--- config.mk ---
export PLATFORM = sky130hd
export DESIGN_NAME = mlfc_resq
export DESIGN_NICKNAME = d
export VERILOG_FILES = /design/src/mlfc_pkg.sv /design/src/mlfc_resq.sv
export SDC_FILE = /design/constraint.sdc
export NUM_CORES = 1
export LEC_CHECK = 0
export BUFFER_PORTS_ARGS = -buffer_cell sky130_fd_sc_hd__buf_2
export CAP_MARGIN = 10
export CORE_MARGIN = 3
export CORE_UTILIZATION = 40
export DETAILED_ROUTE_END_ITERATION = 12
export HOLD_SLACK_MARGIN = 0.05
export SLEW_MARGIN = 30
export SYNTH_ARGS = -nofsm -noshare
export SYNTH_HDL_FRONTEND = slang
export SYNTH_SLANG_ARGS = --single-unit
--- constraint.sdc ---
create_clock -name clock -period 2.3 [get_ports clock]
set_input_delay 0.23 -clock clock [delete_from_list [all_inputs] [get_ports clock]]
set_output_delay 0.23 -clock clock [all_outputs]
set_load 0.02 [all_outputs]
--- src/mlfc_pkg.sv ---
`timescale 1ns / 1ps
// ----------------------------------------------------------------------------
// mlfc_pkg: shared types and constants of the multichannel FIR convolver
// Sizes, item structs and arithmetic widths used by every module but the generic RAM.
// ----------------------------------------------------------------------------
package mlfc_pkg;

   localparam int CHANNELS    = 4;
   localparam int MAX_TAPS    = 4096;
   localparam int SAMPLE_BITS = 24;

   localparam int RESULT_LIMIT  = 4;
   localparam int CHAN_LIM      = (CHANNELS < RESULT_LIMIT) ? CHANNELS : RESULT_LIMIT;
   localparam int RESET_TAPS    = 256;
   localparam int RESET_CHANS   = 1;

   localparam int TC_W       = 13;
   localparam int CC_W       = 3;
   localparam int TCHAN_W    = 2;
   localparam int TIDX_W     = 12;
   localparam int CSR_ADDR_W = 3;
   localparam int CSR_DATA_W = 32;

   localparam int TAP_IDX_W = $clog2(MAX_TAPS);
   localparam int TAP_CNT_W = $clog2(MAX_TAPS + 1);
   localparam int CHAN_W    = (CHANNELS > 1) ? $clog2(CHANNELS) : 1;

   localparam int FRAC_W = SAMPLE_BITS - 1;
   localparam int ACC_W  = 2 * SAMPLE_BITS + TAP_IDX_W;
   localparam int RND_W  = ACC_W + 1 - FRAC_W;

   localparam logic signed [ACC_W:0]   RND_BIAS = (ACC_W + 1)'(64'sd1 <<< (FRAC_W - 1));
   localparam logic signed [RND_W-1:0] SAT_MAX  =
      RND_W'((64'sd1 <<< (SAMPLE_BITS - 1)) - 64'sd1);
   localparam logic signed [RND_W-1:0] SAT_MIN  = RND_W'(-(64'sd1 <<< (SAMPLE_BITS - 1)));

   localparam int CMD_DEPTH = 4;
   localparam int CQ_PTR_W  = $clog2(CMD_DEPTH);
   localparam int CQ_CNT_W  = $clog2(CMD_DEPTH + 1);
   localparam int RES_DEPTH = 4;
   localparam int RQ_PTR_W  = $clog2(RES_DEPTH);
   localparam int RQ_CNT_W  = $clog2(RES_DEPTH + 1);

   localparam logic OP_SAMPLE = 1'b0;
   localparam logic OP_LOAD   = 1'b1;

   localparam logic REG_TAP_COUNT     = 1'b0;
   localparam logic REG_CHANNEL_COUNT = 1'b1;

   typedef struct packed {
      logic                          op;
      logic signed [SAMPLE_BITS-1:0] sample_value;
      logic [TCHAN_W-1:0]            tap_channel;
      logic [TIDX_W-1:0]             tap_index;
      logic signed [SAMPLE_BITS-1:0] tap_value;
   } req_type;

   typedef struct packed {
      logic [TCHAN_W-1:0]            out_channel;
      logic signed [SAMPLE_BITS-1:0] out_value;
      logic                          clipped;
      logic                          last;
   } rsp_type;

   typedef struct packed {
      logic                          load;
      logic [TCHAN_W-1:0]            tap_channel;
      logic [TIDX_W-1:0]             tap_index;
      logic signed [SAMPLE_BITS-1:0] value;
   } cmd_type;

endpackage

--- src/mlfc_resq.sv ---
`timescale 1ns / 1ps
// ----------------------------------------------------------------------------
// mlfc_resq: result queue
// Holds finished results until the consumer pops them.
// ----------------------------------------------------------------------------
module mlfc_resq (
   input  logic               clock,
   input  logic               reset,
   input  logic               res_push,
   input  mlfc_pkg::rsp_type  res_item,
   output logic               res_full,
   output logic               empty,
   input  logic               pop,
   output mlfc_pkg::rsp_type  rsp_item
);

   mlfc_pkg::rsp_type               queue_ff [mlfc_pkg::RES_DEPTH];
   logic [mlfc_pkg::RQ_PTR_W-1:0]   wr_ff, wr_in;
   logic [mlfc_pkg::RQ_PTR_W-1:0]   rd_ff, rd_in;
   logic [mlfc_pkg::RQ_CNT_W-1:0]   cnt_ff, cnt_in;
   logic                            wr_en;
   logic                            rd_en;

   assign res_full = (cnt_ff == mlfc_pkg::RQ_CNT_W'(mlfc_pkg::RES_DEPTH));
   assign empty    = (cnt_ff == '0);
   assign wr_en    = res_push && !res_full;
   assign rd_en    = pop && !empty;
   assign rsp_item = queue_ff[rd_ff];

   always_comb begin
      wr_in  = wr_ff;
      rd_in  = rd_ff;
      cnt_in = cnt_ff;
      if (wr_en) begin
         wr_in = (wr_ff == mlfc_pkg::RQ_PTR_W'(mlfc_pkg::RES_DEPTH - 1)) ? '0 : wr_ff + 1'b1;
      end
      if (rd_en) begin
         rd_in = (rd_ff == mlfc_pkg::RQ_PTR_W'(mlfc_pkg::RES_DEPTH - 1)) ? '0 : rd_ff + 1'b1;
      end
      if (wr_en && !rd_en) begin
         cnt_in = cnt_ff + 1'b1;
      end else if (rd_en && !wr_en) begin
         cnt_in = cnt_ff - 1'b1;
      end
   end

   always_ff @(posedge clock) begin
      if (reset) begin
         wr_ff  <= '0;
         rd_ff  <= '0;
         cnt_ff <= '0;
      end else begin
         wr_ff  <= wr_in;
         rd_ff  <= rd_in;
         cnt_ff <= cnt_in;
      end
   end

   always_ff @(posedge clock) begin
      if (wr_en) begin
         queue_ff[wr_ff] <= res_item;
      end
   end

endmodule

### Yosys cells after proc, flatten, opt, wreduce, memory -nomap -nowiden

Memories as Yosys holds them, arrays and structs flattened. A register that Yosys moved wholly into a read port is not among the register bits.
Cells that the tools add are included.

* memories kept: 1
* bits in writable memories: 112
* input port bits: 32
* register bits after elaboration: 7

* equal/unequal tests: 3
* reductions and logical operators: 10
* muxes and demuxes: 8
* $add $sub $neg: 4

Memories
* queue_ff: words 4, width 28, rd ports 1, clocked after Yosys merged registers in 1, wr ports 1, RTL line mlfc_resq.sv:17 `mlfc_pkg::rsp_type queue_ff [mlfc_pkg::RES_DEPTH];`

Operator list (number)
* $mux 2: 4
* $mux 3: 2
* $add 2x1->2 const B: 2
* $eq 2x2->1 const B: 2
* $logic_and 1x1->1: 4
* $logic_not 1->1: 4
* $add 3x1->3 const B: 1
* $eq 3x3->1 const B: 1
* $logic_not 3->1: 1
* $sub 3x1->3 const B: 1
* $mux 1: 2
* $reduce_bool 2->1: 1

### Logic depth before layout (Yosys ltp)

* depth in word-level cells: 7
* depth in mapped cells: 10

### Least setup slack after synthesis

OpenSTA, ideal clock, no wires.

* path type: reg-to-reg
* start: reg cnt_ff[0] (netlist name)
* end: reg cnt_ff[2] (netlist name)
* period minus slack after synthesis: 2.107 ns
* path buffers: 1
* stages on the path, launching flop included: 11
* slack: 0.193 ns
* arrival: 2.037 ns
* cell sequence: dfxtp_1 or3b_1 buf_6 clkinv_4 nor2_2 ha_1 inv_1 fa_1 xor2_1 or3_1 a21oi_1

* longest elaborated chain between the ends: 6
* elaborated cells on any way between the ends: 15
* classes of those cells: 2 x add/sub; 1 x eq/ne; 2 x mux; 10 x reduce/logical

Ends and longest elaborated chain
* start: declaration: RTL line mlfc_resq.sv:20 `logic [mlfc_pkg::RQ_CNT_W-1:0] cnt_ff, cnt_in;`
* start signal: assignment: RTL line mlfc_resq.sv:55 `cnt_ff <= cnt_in;`
* $eq 3x3->1 (*): RTL line mlfc_resq.sv:24 `assign res_full = (cnt_ff == mlfc_pkg::RQ_CNT_W'(mlfc_pkg::RES_DEPTH));`
* via res_full: RTL line mlfc_resq.sv:11 `output logic res_full,`
* $logic_not 1->1 (*): RTL line mlfc_resq.sv:26 `assign wr_en = res_push && !res_full;`
* $logic_and 1x1->1 (*): RTL line mlfc_resq.sv:26
* via wr_en: RTL line mlfc_resq.sv:21 `logic wr_en;`
* $logic_not 1->1: RTL line mlfc_resq.sv:42 `end else if (rd_en && !wr_en) begin`
* $logic_and 1x1->1: RTL line mlfc_resq.sv:42
* $reduce_bool 2->1 (no line)

The timed path passes the listed nets; every way through them passes the cells marked *. The select of a mux whose other input is x is not followed.
A chain may end at the register's enable or synchronous reset.

### Final worst setup path

* start: reg cnt_ff[2] (netlist name)
* end: reg cnt_ff[2] (netlist name)

* longest elaborated chain between the ends: 6
* elaborated cells on any way between the ends: 15
* classes of those cells: 2 x add/sub; 1 x eq/ne; 2 x mux; 10 x reduce/logical

Ends and longest elaborated chain (RTL line)
* $eq 3x3->1 (*): mlfc_resq.sv:24
* $logic_not 1->1 (*): mlfc_resq.sv:26
* $logic_and 1x1->1 (*): mlfc_resq.sv:26
* via wr_en: mlfc_resq.sv:21
* $logic_not 1->1: mlfc_resq.sv:42
* $logic_and 1x1->1: mlfc_resq.sv:42
* $reduce_bool 2->1 (no line)

Marks and branches as above.

==> results.md <==
- Status: complete, no violations
- Final Hold Vio Count: 0
- CTS H-tree depth: 4
- R2R depth: 9
- Sw Share: 26.5%
- Setup violators final: 0
- Data required time at the worst endpoint: ~2.6 ns
- Seq pwr share: 39.8%
- DRT antenna net count: 0
- Die H: 113 microns
- Uppermost layer routed: met4
- Post-synthesis adder-cell area fraction: under 10%
- Global-route usage over all layers: 13.2%
- Gr ovfl total: 0
- Wire per inst: ~17 microns
- Top cell type's share of synthesized area: 74.0%
- Initial core utilization: 41.4%
- Initial antenna violation count: 0
- Die area: approximately 0.013 sq mm
- CTS tree: yes
- Post-Route WL: approximately 8000 microns
- Area leader, netlist: edfxtp_1
- Rows: 38
- Ys Warns: 0
- Die width: 113 microns
- Hold path depth: 1
- Xor/xnor share of the synthesized area: 0.386%
- Setup slack after layout: between 0.15 and 0.2 ns
- Vias in the first global route: 2315
- Worst r2r src: cnt_ff[2]$_SDFFE_PP0P_
- Post-Syn Area per Cell: about 23 sq um
- Final Max Slew Viols: 0
- Ant. Diodes: 0
- Worst hold path endpoint: queue_ff[3][23]$_DFFE_PP_
- Final Util: 54.1%
- Pwr Density: about 1200 mW/mm^2
- PnR Total Power: approximately 7.0 mW
- EDFF count, synth: ~110
- Residual DRC: 0
- Mux contribution to synthesized area: between 10 and 15%
- Post-route met1 wirelength: 3580 microns
- Sw Pwr: around 1.9 mW
- Iteration-0 DRC Markers: between 100 and 150
- Clock Power Share: between 30% and 40%
- Total CTS buffers: 17
- Critical Path Start Type: flop
- Gate power share: roughly a fifth
- Core Region: 0.0110 sq mm
- Synth Area in Simple Gates: approximately 1.9%
- Synthesized instance count: between 150 and 200
- Synth Register Bits: 121
- Clock-pin slew on the worst setup and hold paths: 0.05 ns
- CP max FO: 5
- Dominant cells by area after synthesis: edfxtp_1 (74%), mux4_2 (14%), dfxtp_1 (4.0%)
- Share of layout cells above drive strength 1: 44.2%
- Slew HR: 47.1%
- CTS root buf: clkbuf_16
- Worst slew pin tran: approximately 0.79 ns
- Cell area after synthesis: 0.00454 sq mm
- Crit. End Element: flop
- Sequential area share after synthesis: between 70% and 80%
- Area growth syn-to-layout: 30.7%
- FMAX: roughly 0.47 GHz
- Syn Nets: roughly 240
- Maximum vdd ir drop: 0.000627 V
- Int Power: ~5.2 mW
- Worst Path Arrival: about 2.5 ns
- Tcrit/Tclk final: between 90% and 100%
- Vias: 2215
- Pin count of the biggest net entering global routing: 29
- Clock buffer depth: 2
- Tmin final: between 2 and 2.5 ns
- Max cap viols: 0
- Post-synth cell types: 27
- Fraction of registers with async set/reset: 0%
- Compound-gate portion of the synthesized area: 1.10%
- Met2 WL: 3770 microns
- Vias per inst: 4.90
- HPWL Detailed: 4560 microns
- Worst Hold Class: input port to flop
- Clk_skew: about 0.0087 ns
- DP Worst Slack: between 0.09 and 0.1 ns
- CP Class: flop to flop
- Setup tns final: 0 ns
- First-pass GRT wire length: approximately 12000 microns
- Largest family of logic cells by synthesized area: multiplexers
- Met3 WL: ~410 microns
- Top FF cell, synth: edfxtp_1
- Ports: 62
- Skew-Pair Late Insertion Delay: 0.40 ns
- Fin nets: around 340
- Leak: approximately 2.1 nW
- Setup repair after global routing missed its margin: false
- Placer congestion estimate: roughly 0.75
- R2R setup slack: ~0.18 ns
- Clk sinks: 121
- Worst r2r dst: cnt_ff[2]$_SDFFE_PP0P_
- Min-delay src: res_item[23]
- First-pass iteration count of the detailed router: 6
- I/O Buffers: 61
==> Yosys cell counts, types with 2 or more instances <==
cell / instances
buf_2: 2
mux2i_1: 2
ha_1: 6
nor2_1: 3
and3_1: 4
buf_6: 3
inv_1: 3
nand3_1: 2
o31ai_2: 2
xor2_1: 2
dfxtp_1: 9
nor3_1: 2
a21oi_1: 3
or3_1: 2
mux4_2: 28
edfxtp_1: 112
==> power groups by stage <==
stage | clock [mW] | combinational (mW) | sequential, mW
after CTS | 2.81 | 1.48 | 2.79
after global placement | 0 | 1.43 | 2.82
final | 2.77 | 1.46 | 2.79
after global routing | 2.94 | 1.57 | 2.82
after detailed placement | 0 | 1.44 | 2.83
after floorplan | 0 | 1.04 | 2.77
==> metrics by stage <==
step / cells / area, sq um / hold slack [ns]
finish: 452 / 5940 / 0.0784
detailed placement: 394 / 5030 / 0.450
global placement: 394 / 5030 / 0.445
global route: 452 / 5940 / 0.0594
floorplan: 196 / 4540 / 0.329
CTS: 452 / 5920 / 0.0527
==> flip-flops by register name, indices dropped and copies added, names as in the netlist, named ones only <==
| register | flops |
|---|---|
| cnt_ff | 3 |
| queue_ff | 112 |
| rd_ff | 2 |
| wr_ff | 2 |
==> worst max-delay path, cell delays in order, from the launching register on <==
cell	delay (ns)
dfxtp_1	0.36
or3b_4	0.27
clkinv_4	0.06
nor2_4	0.09
ha_2	0.20
inv_1	0.05
fa_1	0.38
xor2_1	0.18
or3_1	0.31
a21oi_1	0.15
==> cell type report <==
cell class / instances / area [sq um]
Inverter: 5 / 37.5
Fill cell: 853 / 5040
Clock buffer: 18 / 429
Clock inverter: 14 / 196
Multi-Input combinational cell: 62 / 925
Sequential cell: 121 / 3550
Timing Repair Buffer: 92 / 628
Tap cell: 140 / 175
==> logic make-up (layout without fill, tap and decap cells) <==
| kind of cell | Yosys count | after routing |
|---|---|---|
| AOI/OAI and AO/OA | 7 | 7 |
| adders and majority gates | 7 | 7 |
| xor gates and xnor gates | 2 | 2 |
| muxes | 30 | 30 |
| DFF | 121 | 121 |
| buffers and inverters | 13 | 129 |
| and+or+nand+nor | 16 | 16 |
==> worst max-delay path by stage <==
stage,startpoint,end,depth (start not counted)
floorplan,cnt_ff[0]$_SDFFE_PP0P_,cnt_ff[2]$_SDFFE_PP0P_,10
global placement,cnt_ff[0]$_SDFFE_PP0P_,cnt_ff[2]$_SDFFE_PP0P_,9
finish,cnt_ff[2]$_SDFFE_PP0P_,cnt_ff[2]$_SDFFE_PP0P_,9
global route,cnt_ff[2]$_SDFFE_PP0P_,cnt_ff[2]$_SDFFE_PP0P_,9
detailed placement,cnt_ff[0]$_SDFFE_PP0P_,cnt_ff[2]$_SDFFE_PP0P_,9
CTS,cnt_ff[0]$_SDFFE_PP0P_,cnt_ff[2]$_SDFFE_PP0P_,9
==> metal layers <==
layer	track usage, %	vias to the layer above
met1	16.8	1124
li1	-	1019
met3	5.50	7
met5	0	-
met2	20.5	65
met4	4.81	0
==> timing repair <==
action,in CTS,in global routing
resized for setup,0,6
setup endpoints to repair,0,1
hold buffers,26,0
hold endpoints to repair,104,0
buffers inserted,0,0
==> cell usage in the layout (no fill, tap or decap), types with 2 or more instances in the layout <==
cell and n:
edfxtp_1 112, buf_2 61, mux4_2 28, dlygate4sd3_1 26
clkbuf_16 17, dfxtp_1 6, ha_1 5, clkinv_4 4
and3_2 4, bufinv_16 4, inv_1 3, nor2_1 3
a21oi_1 3, dfxtp_2 3, inv_6 3, buf_4 3
nor3_1 2, xor2_1 2, nand3_1 2, or3_1 2
mux2i_1 2, clkinvlp_4 2, buf_12 2
Note: power is estimated with default switching activity, not from simulation.
