`config.mk`:
```
export PLATFORM = sky130hd
export DESIGN_NAME = mlfc_front
export DESIGN_NICKNAME = d
export VERILOG_FILES = /design/src/mlfc_pkg.sv /design/src/mlfc_front.sv
export SDC_FILE = /design/constraint.sdc
export NUM_CORES = 1
export LEC_CHECK = 0
export ABC_AREA = 0
export BUFFER_PORTS_ARGS = -buffer_cell sky130_fd_sc_hd__buf_2
export CAP_MARGIN = 5
export CELL_PAD_IN_SITES_DETAIL_PLACEMENT = 0
export CELL_PAD_IN_SITES_GLOBAL_PLACEMENT = 1
export CORE_ASPECT_RATIO = 1.2
export CORE_MARGIN = 2
export CORE_UTILIZATION = 40
export CTS_CLUSTER_SIZE = 30
export DETAILED_ROUTE_END_ITERATION = 12
export GPL_TIMING_DRIVEN = 0
export HOLD_SLACK_MARGIN = 0.12
export PLACE_DENSITY_LB_ADDON = 0.1
export SETUP_SLACK_MARGIN = 0.4
export SLEW_MARGIN = 10
export SYNTH_ARGS = -nofsm -noshare
export SYNTH_HDL_FRONTEND = slang
export SYNTH_SLANG_ARGS = --single-unit
```
`constraint.sdc`:
```
create_clock -name clock -period 2.3 [get_ports clock]
set_clock_uncertainty 0.2 [all_clocks]
set_input_delay 0.69 -clock clock [delete_from_list [all_inputs] [get_ports clock]]
set_output_delay 0.69 -clock clock [all_outputs]
set_load 0.1 [all_outputs]
```
`src/mlfc_pkg.sv`:
```
`timescale 1ns / 1ps
// ----------------------------------------------------------------------------
// mlfc_pkg: shared types and constants of the multichannel FIR convolver
// Sizes, item structs and arithmetic widths used by every module but the generic RAM.
// ----------------------------------------------------------------------------
package mlfc_pkg;

   localparam int CHANNELS    = 4;
   localparam int MAX_TAPS    = 4096;
   localparam int SAMPLE_BITS = 24;

   localparam int RESULT_LIMIT  = 4;
   localparam int CHAN_LIM      = (CHANNELS < RESULT_LIMIT) ? CHANNELS : RESULT_LIMIT;
   localparam int RESET_TAPS    = 256;
   localparam int RESET_CHANS   = 1;

   localparam int TC_W       = 13;
   localparam int CC_W       = 3;
   localparam int TCHAN_W    = 2;
   localparam int TIDX_W     = 12;
   localparam int CSR_ADDR_W = 3;
   localparam int CSR_DATA_W = 32;

   localparam int TAP_IDX_W = $clog2(MAX_TAPS);
   localparam int TAP_CNT_W = $clog2(MAX_TAPS + 1);
   localparam int CHAN_W    = (CHANNELS > 1) ? $clog2(CHANNELS) : 1;

   localparam int FRAC_W = SAMPLE_BITS - 1;
   localparam int ACC_W  = 2 * SAMPLE_BITS + TAP_IDX_W;
   localparam int RND_W  = ACC_W + 1 - FRAC_W;

   localparam logic signed [ACC_W:0]   RND_BIAS = (ACC_W + 1)'(64'sd1 <<< (FRAC_W - 1));
   localparam logic signed [RND_W-1:0] SAT_MAX  =
      RND_W'((64'sd1 <<< (SAMPLE_BITS - 1)) - 64'sd1);
   localparam logic signed [RND_W-1:0] SAT_MIN  = RND_W'(-(64'sd1 <<< (SAMPLE_BITS - 1)));

   localparam int CMD_DEPTH = 4;
   localparam int CQ_PTR_W  = $clog2(CMD_DEPTH);
   localparam int CQ_CNT_W  = $clog2(CMD_DEPTH + 1);
   localparam int RES_DEPTH = 4;
   localparam int RQ_PTR_W  = $clog2(RES_DEPTH);
   localparam int RQ_CNT_W  = $clog2(RES_DEPTH + 1);

   localparam logic OP_SAMPLE = 1'b0;
   localparam logic OP_LOAD   = 1'b1;

   localparam logic REG_TAP_COUNT     = 1'b0;
   localparam logic REG_CHANNEL_COUNT = 1'b1;

   typedef struct packed {
      logic                          op;
      logic signed [SAMPLE_BITS-1:0] sample_value;
      logic [TCHAN_W-1:0]            tap_channel;
      logic [TIDX_W-1:0]             tap_index;
      logic signed [SAMPLE_BITS-1:0] tap_value;
   } req_type;

   typedef struct packed {
      logic [TCHAN_W-1:0]            out_channel;
      logic signed [SAMPLE_BITS-1:0] out_value;
      logic                          clipped;
      logic                          last;
   } rsp_type;

   typedef struct packed {
      logic                          load;
      logic [TCHAN_W-1:0]            tap_channel;
      logic [TIDX_W-1:0]             tap_index;
      logic signed [SAMPLE_BITS-1:0] value;
   } cmd_type;

endpackage

```
`src/mlfc_front.sv`:
```
`timescale 1ns / 1ps
// ----------------------------------------------------------------------------
// mlfc_front: input side of the convolver
// Accepts items, drops out-of-range tap loads and queues commands.
// ----------------------------------------------------------------------------
module mlfc_front (
   input  logic               clock,
   input  logic               reset,
   input  logic               push,
   output logic               full,
   input  mlfc_pkg::req_type  req_item,
   output logic               cmd_valid,
   input  logic               cmd_pop,
   output mlfc_pkg::cmd_type  cmd
);

   mlfc_pkg::cmd_type               queue_ff [mlfc_pkg::CMD_DEPTH];
   logic [mlfc_pkg::CQ_PTR_W-1:0]   wr_ff, wr_in;
   logic [mlfc_pkg::CQ_PTR_W-1:0]   rd_ff, rd_in;
   logic [mlfc_pkg::CQ_CNT_W-1:0]   cnt_ff, cnt_in;
   logic                            accept;
   logic                            keep;
   logic                            wr_en;
   logic                            rd_en;
   mlfc_pkg::cmd_type               new_cmd;

   assign full   = (cnt_ff == mlfc_pkg::CQ_CNT_W'(mlfc_pkg::CMD_DEPTH));
   assign accept = push && !full;

   always_comb begin
      keep = (req_item.op == mlfc_pkg::OP_SAMPLE) ||
             ((32'(req_item.tap_channel) < mlfc_pkg::CHANNELS) &&
              (32'(req_item.tap_index) < mlfc_pkg::MAX_TAPS));
      new_cmd.load        = (req_item.op == mlfc_pkg::OP_LOAD);
      new_cmd.tap_channel = req_item.tap_channel;
      new_cmd.tap_index   = req_item.tap_index;
      new_cmd.value       = (req_item.op == mlfc_pkg::OP_LOAD) ? req_item.tap_value
                                                               : req_item.sample_value;
   end

   assign wr_en     = accept && keep;
   assign cmd_valid = (cnt_ff != '0);
   assign rd_en     = cmd_pop && cmd_valid;
   assign cmd       = queue_ff[rd_ff];

   always_comb begin
      wr_in  = wr_ff;
      rd_in  = rd_ff;
      cnt_in = cnt_ff;
      if (wr_en) begin
         wr_in = (wr_ff == mlfc_pkg::CQ_PTR_W'(mlfc_pkg::CMD_DEPTH - 1)) ? '0 : wr_ff + 1'b1;
      end
      if (rd_en) begin
         rd_in = (rd_ff == mlfc_pkg::CQ_PTR_W'(mlfc_pkg::CMD_DEPTH - 1)) ? '0 : rd_ff + 1'b1;
      end
      if (wr_en && !rd_en) begin
         cnt_in = cnt_ff + 1'b1;
      end else if (rd_en && !wr_en) begin
         cnt_in = cnt_ff - 1'b1;
      end
   end

   always_ff @(posedge clock) begin
      if (reset) begin
         wr_ff  <= '0;
         rd_ff  <= '0;
         cnt_ff <= '0;
      end else begin
         wr_ff  <= wr_in;
         rd_ff  <= rd_in;
         cnt_ff <= cnt_in;
      end
   end

   always_ff @(posedge clock) begin
      if (wr_en) begin
         queue_ff[wr_ff] <= new_cmd;
      end
   end

endmodule

```
Yosys cells after proc, flatten, opt, wreduce, memory -nomap -nowiden

Memory sizes are Yosys's and may differ from the RTL's. A register that Yosys moved wholly into a read port is not among the register bits.
Cells that the tools add are included.

RAM bits: 156
Bits of input ports: 67
Output and inout port bits: 41
Memories: 1
Bits in registers: 7
Word-level logic and storage cells: 29

Memory list:

| memory   | words | bits a word | read ports | clocked after memory_dff | write ports | line             | source |
|---|---|---|---|---|---|---|---|
| queue_ff | 4     | 39          | 1          | 1                        | 1           | mlfc_front.sv:17 | `mlfc_pkg::cmd_type queue_ff [mlfc_pkg::CMD_DEPTH];` |

Add/sub/neg operators: 4
Equality and inequality tests: 3
Reduce and logical (&&, ||, !) cells: 9
Multiplexer cells: 9

Operators by type and width:

| cell                  | number |
|---|---|
| $mux W24              | 1 |
| $mux W2               | 4 |
| $mux W3               | 2 |
| $add A2 B1 Y2 const B | 2 |
| $eq A2 B2 Y1 const B  | 2 |
| $logic_and A1 B1 Y1   | 4 |
| $add A3 B1 Y3 const B | 1 |
| $eq A3 B3 Y1 const B  | 1 |
| $logic_not A1 Y1      | 3 |
| $reduce_bool A3 Y1    | 1 |
| $sub A3 B1 Y3 const B | 1 |
| $mux W1               | 2 |
| $reduce_bool A2 Y1    | 1 |

Logic depth before layout (Yosys ltp)

Gate-level depths: netlist of the first run.

Word-level depth: 7
Mapped depth: 10
Gate-level depth less buffers: 9

Worst setup path before layout of the first run

No wires, ideal clock.

Path kind: register -> register
Start point: reg cnt_ff[0] (netlist name)
End point: reg cnt_ff[2] (netlist name)
Required time: 2030 ps
Cell stages (with the launch flop): 11
Library setup time: 70 ps
Arrival: 2203 ps
Path buffers: 1
Clock period less this slack: 2473 ps
Slack: -173 ps
Cell sequence: dfxtp_1 > or3b_1 > buf_6 > clkinv_4 > nor2_2 > ha_1 > inv_1 > fa_1 > xor2_1 > or3_1 > a21oi_1

Longest elaborated chain between the ends: 6
Elaborated cells between the ends (all ways): 14
Those cells by class: add/sub: 2; eq/ne: 1; mux: 2; reduce/logical: 9

Ends and longest elaborated chain:

| item                         | line             | source |
|---|---|---|
| start: declaration           | mlfc_front.sv:20 | `logic [mlfc_pkg::CQ_CNT_W-1:0] cnt_ff, cnt_in;` |
| start signal: assignment     | mlfc_front.sv:71 | `cnt_ff <= cnt_in;` |
| $eq A3 B3 Y1 *               | mlfc_front.sv:27 | `assign full = (cnt_ff == mlfc_pkg::CQ_CNT_W'(mlfc_pkg::CMD_DEPTH));` |
| named net full               | mlfc_front.sv:10 | `output logic full,` |
| $logic_not A1 Y1 *           | mlfc_front.sv:28 | `assign accept = push && !full;` |
| $logic_and A1 B1 Y1 *        | mlfc_front.sv:28 |  |
| named net accept             | mlfc_front.sv:21 | `logic accept;` |
| $logic_not A1 Y1             | mlfc_front.sv:58 | `end else if (rd_en && !wr_en) begin` |
| $logic_and A1 B1 Y1          | mlfc_front.sv:58 |  |
| $reduce_bool A2 Y1 (no line) | -                |  |

Mark *: on every way through the listed nets, which the timed path passes. The rest lies on a longest branch. The select of a mux whose other input is x is not followed.
A chain may end at the register's enable or synchronous reset.

==> results of run 1 <==
-- per-layer routing --
layer  up-vias  part of all wire (%)  global-route usage (%)
li1       1568                     -                       -
met1      1822                    40                    18.4
met2        84                    55                    28.5
met3        14                   3.9                    3.87
met4         0                   1.2                    6.69
met5         -                     0                       0
-- layout make-up --
class | count | area, sq um
well taps | 208 | 260
inverters | 5 | 45.0
repair buffers | 136 | 1220
plain buffers | 13 | 135
clock inverters | 15 | 186
fillers | 1222 | 6780
multi-input cells | 117 | 1710
clock buffers | 17 | 425
flip-flops and latches | 165 | 4880
-- through the flow --
step | setup TNS (ns) | instances | cell area [sq um]
2_1_floorplan | -0.107 | 280 | 6460
3_3_place_gp | -29.03 | 594 | 7250
3_5_place_dp | -29.70 | 594 | 7250
4_1_cts | -16.03 | 647 | 8460
5_1_grt | -17.07 | 676 | 8860
6_report | -14.55 | 676 | 8860
-- cells in the mapped netlist --
| master | instances |
|---|---|
| mux2i_1 | 2 |
| buf_4 | 2 |
| fa_1 | 1 |
| clkbuf_1 | 4 |
| xor2_1 | 2 |
| inv_1 | 3 |
| ha_1 | 6 |
| buf_2 | 4 |
| nand2_1 | 1 |
| nand3_1 | 2 |
| clkinv_4 | 1 |
| a21oi_1 | 3 |
| nor2_2 | 1 |
| and3_1 | 4 |
| bufinv_8 | 1 |
| mux2_1 | 24 |
| dfxtp_1 | 9 |
| edfxtp_1 | 156 |
| o21ai_1 | 1 |
| or3_1 | 3 |
| or3b_1 | 1 |
| buf_6 | 3 |
| nor2_1 | 3 |
| o21ai_0 | 1 |
| o31ai_2 | 2 |
| nor3_1 | 1 |
| mux4_2 | 39 |
-- power by group through the flow --
stage / Clock (uW) / Sequential, uW / Combinational, uW
6_report: 2900 / 3760 / 5130
5_1_grt: 3080 / 3790 / 5310
4_1_cts: 2950 / 3760 / 4810
3_5_place_dp: 0 / 3840 / 3920
3_3_place_gp: 0 / 3820 / 3910
2_1_floorplan: 0 / 3800 / 3340
-- cells in the final DEF, fill, tap and decap left out, drive strengths merged, types with 3 or more instances in the layout --
master	netlist	layout
edfxtp	156	156
buf	9	142
mux4	39	39
mux2	24	24
and3	4	24
clkbuf	4	24
dfxtp	9	9
clkinv	1	8
ha	6	6
bufinv	1	5
nor2	4	4
inv	3	4
a21oi	3	3
clkinvlp	0	3
or3	3	3
-- state kept, by name (all words and copies together) (netlist names), named ones only --
register	count
wr_ff	2
queue_ff	156
cnt_ff	3
rd_ff	2
-- worst paths after layout --
check / start / end / cells past startpoint
hold reg to reg: rd_ff[0] / flop / 2
hold / removal: req_item[24] / queue_ff[0][24] / 1
setup reg to reg: cnt_ff[2] / cnt_ff[2] / 11
setup / recovery: flop / cmd[10] / 4
-- worst max-delay path: cells and delay by family, from the launching register on --
kind     cells  cell delay (ns)
buf+inv      3             0.51
flops        1             0.38
mux          1             0.51
-- cells by family after synthesis --
group / share of synthesized area, %
buffers and inverters: 1.89
DFF: 75.9
muxes: 18.2
adders and majority gates: 1.48
xor gates and xnor gates: 0.273
AOI/OAI and AO/OA: 0.781
and+or+nand+nor: 1.39
-- timing repair --
item,in CTS,in global routing
buffers inserted,16,11
pin swaps,8,2
resized for setup,114,32
gates cloned,5,18
setup endpoints to repair,239,200
==> results.py, run 1 <==
metrics = {
    "synth": {
        "synth_fp_nets": 354,
        "ys_warn_count": 0,
        "yosysTopAreaCellShare_pct": 73.1,
        "ys_seq_area_share_pct": 75.9,
        "synth_area_sq_um": 6410,
        "syn_inst": 280,
        "synthDistinctLibCells": 27,
        "yosys-top-cells-area": "edfxtp_1 73%, mux4_2 14%, mux2_1 4.2%",
        "yosysTopAreaCell": "edfxtp_1",
        "avgSynthCellArea_sq_um": 22.9,
        "ys_seq_elements": 165,
    },
    "power": {
        "ir_worst_vdd_uv": 790,
        "p_comb_share_pct": 43.5,
        "clockPowerShare_pct": 24.6,
        "p_int_uw": 7260,
        "p_seq_share_pct": 31.9,
        "p_per_area_nw_per_um2": 1330,
        "power_switching_share_pct": 38.4,
        "power_uw": 11800,
        "switchingPower_uw": 4530,
        "p_leak_uw": 0.00314,
    },
    "sta": {
        "relSlewSlack_pct": 70.4,
        "fin_crit_sh_pct": 118,
        "holdWs_ns": 0.279,
        "maxSlewViolCount": 0,
        "worst_pin_slew_ns": 0.444,
        "worst_slack_ns": -0.422,
        "fmax_mhz": 367,
        "fin_crit_ns": 2.72,
        "rsz0062_at_grt": "true",
        "hold_viol_final": 0,
        "finalSetupViolations": 42,
    },
    "setup_path": {
        "arrival_ns": 1.83,
        "max_stage_delay_ns": 0.51,
        "crit_required_ns": 1.41,
        "critPathLaunchType": "flop",
        "crit_slowest_cell": "mux4_2",
        "critPathKind": "reg2out",
        "worstPathCellList": "buf_12 > clkbuf_16 > mux4_2 > buf_6",
        "crit_path_end_kind": "primary output",
        "rrSetupSlack_ns": -0.04,
        "cp_max_fo": 8,
    },
    "clocking": {
        "clock-root-buffer": "clkbuf_16",
        "cts_tree": "yes",
        "cts_sinks": 165,
        "cts_buffers": 17,
        "h-tree-depth": 4,
        "clock_path_buffers": 2,
        "holdBufCountCts": 0,
        "clock_latency_ns": 0.42,
        "path_clk_slew_ns": 0.06,
    },
    "grt": {
        "grt_first_pass_wirelength_mm": 19.2,
        "grt_pass1_vias": 3407,
        "track_usage_pct": 16.0,
        "globalRoute.totalOverflow": 0,
        "grt_max_degree": 21,
        "antenna_found_initial": 0,
    },
    "detailed_routing": {
        "routed_wl_mm": 14.7,
        "wl_per_cell_microns": 21.8,
        "ant_nets": 0,
        "drt_drc_violations_left": 0,
        "drt-vias-per-instance": 5.16,
        "num_vias": 3488,
        "drt_iter0_drc": 221,
        "dr.pass1.iters": 4,
    },
    "floorplanning": {
        "fp.dieArea_sq_um": 17000,
        "start_util_pct": 41.0,
        "rows": 50,
        "coreArea_sq_um": 15600,
        "die_y_microns": 143,
        "ios": 108,
        "die_x_microns": 120,
    },
    "placement": {
        "dp_hpwl_mm": 7.02,
        "gp_congestion": 0.653,
        "portBuffers": 106,
        "post-place-ws_ns": -0.314,
    },
    "final_layout": {
        "fin_util_pct": 56.6,
        "drive_gt1_share_pct": 54.5,
        "diodes": 0,
        "nets": 529,
        "syn_to_final_growth_pct": 38.2,
    },
    "flow_run": {
        "drv_cap": 0,
    },
    "min_path": {
        "hp-class": "in2reg",
    },
    "status": {
        "violations": "negative setup slack",
        "status": "complete, but fails checks",
    },
}
No activity file was read; power rests on OpenSTA's default activity.
==> run 2, diff against run 1 <==
--- a/config.mk
+++ b/config.mk
@@ -7,7 +7,7 @@
 export LEC_CHECK = 0
 export ABC_AREA = 0
 export BUFFER_PORTS_ARGS = -buffer_cell sky130_fd_sc_hd__buf_2
-export CAP_MARGIN = 5
+export CAP_MARGIN = 20
 export CELL_PAD_IN_SITES_DETAIL_PLACEMENT = 0
 export CELL_PAD_IN_SITES_GLOBAL_PLACEMENT = 1
 export CORE_ASPECT_RATIO = 1.2
@@ -18,6 +18,7 @@
 export GPL_TIMING_DRIVEN = 0
 export HOLD_SLACK_MARGIN = 0.12
 export PLACE_DENSITY_LB_ADDON = 0.1
+export RECOVER_POWER = 100
 export SETUP_SLACK_MARGIN = 0.4
 export SLEW_MARGIN = 10
 export SYNTH_ARGS = -nofsm -noshare
==> results.py, run 2 (synthesis gave the netlist of run 1 again) <==
metrics = {
    "floorplanning": {
        "coreArea_sq_um": 15600,
        "die_x_microns": 120,
        "fp.dieArea_sq_um": 17000,
        "die_y_microns": 143,
        "ios": 108,
        "rows": 50,
        "start_util_pct": 41.0,
    },
    "power": {
        "switchingPower_uw": 4370,
        "p_leak_uw": 0.00295,
        "clockPowerShare_pct": 25.4,
        "ir_worst_vdd_uv": 869,
        "p_seq_share_pct": 32.9,
        "p_per_area_nw_per_um2": 1350,
        "p_comb_share_pct": 41.7,
        "power_switching_share_pct": 38.3,
        "p_int_uw": 7040,
    },
    "min_path": {
        "holdPathStages": 2,
        "hp-class": "reg2reg",
        "min-delay-start": "rd_ff[0]",
    },
    "setup_path": {
        "crit_required_ns": 1.41,
        "rr_worst_depth": 8,
        "critPathKind": "reg2out",
        "worst-path-buf-inv": 3,
        "arrival_ns": 1.80,
        "crit_family": "buffers and inverters",
        "critPathLaunchType": "flop",
        "crit_slowest_cell": "mux4_2",
        "cp_max_fo": 7,
        "crit_cells": 4,
        "crit_path_end_kind": "primary output",
        "r2r_start": "cnt_ff[1]",
        "max_stage_delay_ns": 0.50,
        "worstPathCellList": "buf_12 > clkbuf_16 > mux4_2 > buf_6",
    },
    "sta": {
        "hold_viol_final": 0,
        "worst_pin_slew_ns": 0.802,
        "tns_ns": -14.13,
        "fmax_mhz": 372,
        "fin_crit_sh_pct": 117,
        "relSlewSlack_pct": 46.1,
        "worst_slack_ns": -0.391,
        "holdWs_ns": 0.315,
        "rsz0062_at_grt": "true",
        "fin_crit_ns": 2.69,
        "maxSlewViolCount": 0,
        "finalSetupViolations": 43,
    },
    "final_layout": {
        "drive_gt1_share_pct": 46.6,
        "multi_input_area_sq_um": 1480,
        "final_cell_mix": "156 x edfxtp_1, 50 x buf_2, 39 x mux4_2",
        "nets": 503,
        "top_register": "queue_ff",
        "fillers": 1263,
        "final_common_cell": "edfxtp_1",
        "diodes": 0,
        "syn_to_final_growth_pct": 32.0,
        "reg_top3": "queue_ff: 156 flops, cnt_ff: 3 flops",
        "largest_reg_flops": 156,
        "seq_area_sq_um": 4880,
    },
    "detailed_routing": {
        "ant_nets": 0,
        "drt_iter0_drc": 180,
        "dr.pass1.iters": 4,
        "num_vias": 3247,
        "drt_drc_violations_left": 0,
        "drt-vias-per-instance": 5.00,
        "routed_wl_mm": 12.7,
        "wl_per_cell_microns": 19.6,
    },
    "grt": {
        "track_usage_pct": 15.7,
        "grt_max_degree": 22,
        "antenna_found_initial": 0,
        "globalRoute.totalOverflow": 0,
        "grt_pass1_vias": 3393,
        "grt_first_pass_wirelength_mm": 19.2,
    },
    "clocking": {
        "path_clk_slew_ns": 0.06,
        "h-tree-depth": 4,
        "cts_tree": "yes",
        "clock_path_buffers": 2,
        "clock-root-buffer": "clkbuf_16",
        "cts_buffers": 17,
        "clock_latency_ns": 0.42,
        "cts_sinks": 165,
    },
    "status": {
        "status": "complete, but fails checks",
        "violations": "negative setup slack",
    },
    "placement": {
        "gp_congestion": 0.653,
        "portBuffers": 106,
        "dp_hpwl_mm": 7.36,
    },
    "flow_run": {
        "drv_cap": 0,
    },
}
==> run 2: final cells by class <==
type / count / area share, %
clock inverter: 14 / 2.18
sequential: 165 / 57.7
tap: 208 / 3.08
inverter: 5 / 0.533
timing repair buffer: 127 / 12.5
clock buffer: 18 / 5.08
buffer: 13 / 1.44
multi-input combinational: 100 / 17.5
==> run 2: timing repair <==
action	CTS	global route
pin swaps	10	2
hold buffers	0	0
cloned	4	1
endpoints found under the setup margin	234	44
resized for setup	107	3
buffers inserted	16	1
==> run 2: worst paths after layout <==
check               to  slack, ns
max            cmd[18]      -0.39
min               flop       0.31
max reg2reg  cnt_ff[2]      -0.36
min reg2reg       flop       0.31
==> run 2: routing by layer <==
| metal | global-route usage (%) | vias up | routed length (microns) |
|---|---|---|---|
| met2 | 28.2 | 87 | 6970 |
| met1 | 18.0 | 1668 | 5000 |
| met3 | 3.75 | 20 | 533 |
| met5 | 0 | - | 0 |
| li1 | - | 1472 | - |
| met4 | 6.32 | 0 | 223 |
==> run 2: tightest hold or removal path, stage by stage (launching register included) <==
cell	delay (ns)
dfxtp_1	0.32
nand2_1	0.06
a21oi_1	0.08
==> run 2: metrics by stage <==
| step | util [%] | setup WS [ns] | instances | power (uW) | instance area (sq um) |
|---|---|---|---|---|---|
| after floorplan | - | -0.0155 | 280 | 7130 | 6460 |
| after global placement | 46.3 | -0.307 | 594 | 7730 | 7250 |
| after detailed placement | 46.6 | -0.312 | 596 | 7790 | 7290 |
| after CTS | 54.3 | -0.456 | 648 | 11500 | 8490 |
| after global routing | 54.0 | -0.458 | 650 | 11800 | 8450 |
| final | 54.0 | -0.391 | 650 | 11400 | 8450 |
==> run 2: power by group through the flow <==
| stage | Clock, uW | Sequential (uW) | Combinational [uW] |
|---|---|---|---|
| after floorplan | 0 | 3800 | 3340 |
| after global placement | 0 | 3820 | 3910 |
| after detailed placement | 0 | 3830 | 3960 |
| after CTS | 2970 | 3760 | 4820 |
| after global routing | 3090 | 3780 | 4950 |
| final | 2900 | 3750 | 4760 |
==> run 3, diff against run 2 <==
==> constraint.sdc (replaced) <==
create_clock -name clock -period 2.43 [get_ports clock]
set_clock_uncertainty 0.2 [all_clocks]
set_input_delay 0.729 -clock clock [delete_from_list [all_inputs] [get_ports clock]]
set_output_delay 0.729 -clock clock [all_outputs]
set_load 0.1 [all_outputs]
==> results.py, run 3 (synthesis gave the netlist of run 1 again) <==
metrics = {
    "detailed_routing": {
        "drt_drc_violations_left": 0,
        "routed_wl_mm": 12.3,
        "num_vias": 3221,
        "wl_per_cell_microns": 18.9,
        "ant_nets": 0,
        "drt_iter0_drc": 118,
        "dr.pass1.iters": 4,
        "drt-vias-per-instance": 4.93,
    },
    "clocking": {
        "holdBufCountCts": 0,
        "cts_tree": "yes",
        "h-tree-depth": 4,
        "clock_latency_ns": 0.42,
        "path_clk_slew_ns": 0.05,
        "cts_sinks": 165,
        "clock_path_buffers": 2,
        "cts_buffers": 17,
        "clock-root-buffer": "clkbuf_16",
    },
    "final_layout": {
        "reg_top3": "queue_ff: 156 flops, cnt_ff: 3 flops",
        "largest_reg_flops": 156,
        "nets": 506,
        "top_register": "queue_ff",
        "seq_area_sq_um": 4870,
        "final_common_cell": "edfxtp_1",
        "multi_input_area_sq_um": 1450,
        "design_area_sq_um": 8450,
        "syn_to_final_growth_pct": 31.9,
        "diodes": 0,
        "final_cell_mix": "156 x edfxtp_1, 51 x buf_2, 39 x mux4_2",
        "drive_gt1_share_pct": 46.3,
        "fillers": 1283,
    },
    "placement": {
        "gp_congestion": 0.655,
        "dp_hpwl_mm": 7.43,
        "dpl_cell_area_sq_um": 7310,
        "post-place-ws_ns": -0.286,
        "portBuffers": 106,
    },
    "sta": {
        "relSlewSlack_pct": 59.6,
        "rsz0062_at_grt": "true",
        "worst_slack_ns": -0.303,
        "finalSetupViolations": 41,
        "fmax_mhz": 366,
        "hold_viol_final": 0,
        "holdWs_ns": 0.288,
        "worst_pin_slew_ns": 0.605,
        "fin_crit_ns": 2.73,
        "tns_ns": -10.71,
        "maxSlewViolCount": 0,
        "fin_crit_sh_pct": 112,
    },
    "power": {
        "p_seq_share_pct": 33.2,
        "power_uw": 10700,
        "clockPowerShare_pct": 23.6,
        "p_per_area_nw_per_um2": 1260,
        "ir_worst_vdd_uv": 697,
        "p_comb_share_pct": 43.3,
        "p_int_uw": 6560,
        "p_leak_uw": 0.00293,
        "power_switching_share_pct": 38.6,
        "switchingPower_uw": 4120,
    },
    "setup_path": {
        "cp_max_fo": 5,
        "critPathLaunchType": "flop",
        "arrival_ns": 1.80,
        "crit_required_ns": 1.50,
        "critPathKind": "reg2out",
        "rr_worst_depth": 10,
        "crit_path_end_kind": "primary output",
    },
    "grt": {
        "grt_max_degree": 28,
        "antenna_found_initial": 0,
        "track_usage_pct": 15.1,
        "grt_pass1_vias": 3453,
        "globalRoute.totalOverflow": 0,
        "grt_first_pass_wirelength_mm": 18.7,
    },
    "floorplanning": {
        "die_x_microns": 120,
        "start_util_pct": 41.0,
        "die_y_microns": 143,
        "coreArea_sq_um": 15600,
        "fp.dieArea_sq_um": 17000,
        "ios": 108,
        "rows": 50,
    },
    "status": {
        "status": "complete, but fails checks",
        "violations": "negative setup slack",
    },
    "min_path": {
        "hp-class": "reg2reg",
        "holdPathStages": 2,
    },
    "flow_run": {
        "drv_cap": 0,
    },
}
==> run 3: area by class of cell <==
type                            count  area share [%]
Buffer                             13            1.54
Clock buffer                       23            5.30
Clock inverter                      9            1.24
Inverter                            5           0.326
Multi-Input combinational cell     97            17.2
Sequential cell                   165            57.7
Tap cell                          208            3.08
Timing Repair Buffer              133            13.7
==> run 3: path summary, 6_finish.rpt <==
check | to | slack (ns) | from
worst max register to register | cnt_ff[2] | -0.10 | cnt_ff[1]
worst min-delay path | flop | 0.29 | rd_ff[0]
worst max-delay path | cmd[21] | -0.30 | flop
worst min register to register | flop | 0.29 | rd_ff[0]
==> run 3: layer usage <==
metal	up-vias	track usage (%)	part of all wire, %
li1	1473	-	-
met2	71	26.3	54
met3	11	4.39	3.6
met1	1666	17.9	41
met4	0	5.76	1.4
met5	-	0	0
==> run 3: what timing repair did <==
item,4_1_cts,5_1_grt
pin swaps,6,5
setup endpoints to repair,186,63
setup buffers,17,3
gates cloned,2,1
resized for setup,122,7
==> run 3: worst max-delay path: stages (launching register included) <==
cell and delay, ns:
dfxtp_4 0.36, buf_4 0.15, buf_16 0.13, mux4_2 0.53, buf_6 0.21
==> run 3: power by group through the flow <==
| stage | Clock [uW] | Sequential, uW | Combinational [uW] |
|---|---|---|---|
| 6_report | 2520 | 3550 | 4620 |
| 5_1_grt | 2700 | 3570 | 4790 |
| 4_1_cts | 2580 | 3550 | 4660 |
| 3_5_place_dp | 0 | 3620 | 3750 |
| 3_3_place_gp | 0 | 3610 | 3700 |
| 2_1_floorplan | 0 | 3590 | 3140 |
==> run 3: through the flow <==
step / util (%) / cells
floorplan: - / 280
global placement: 46.2 / 594
detailed placement: 46.7 / 598
CTS: 54.3 / 649
global route: 54.0 / 653
finish: 54.0 / 653
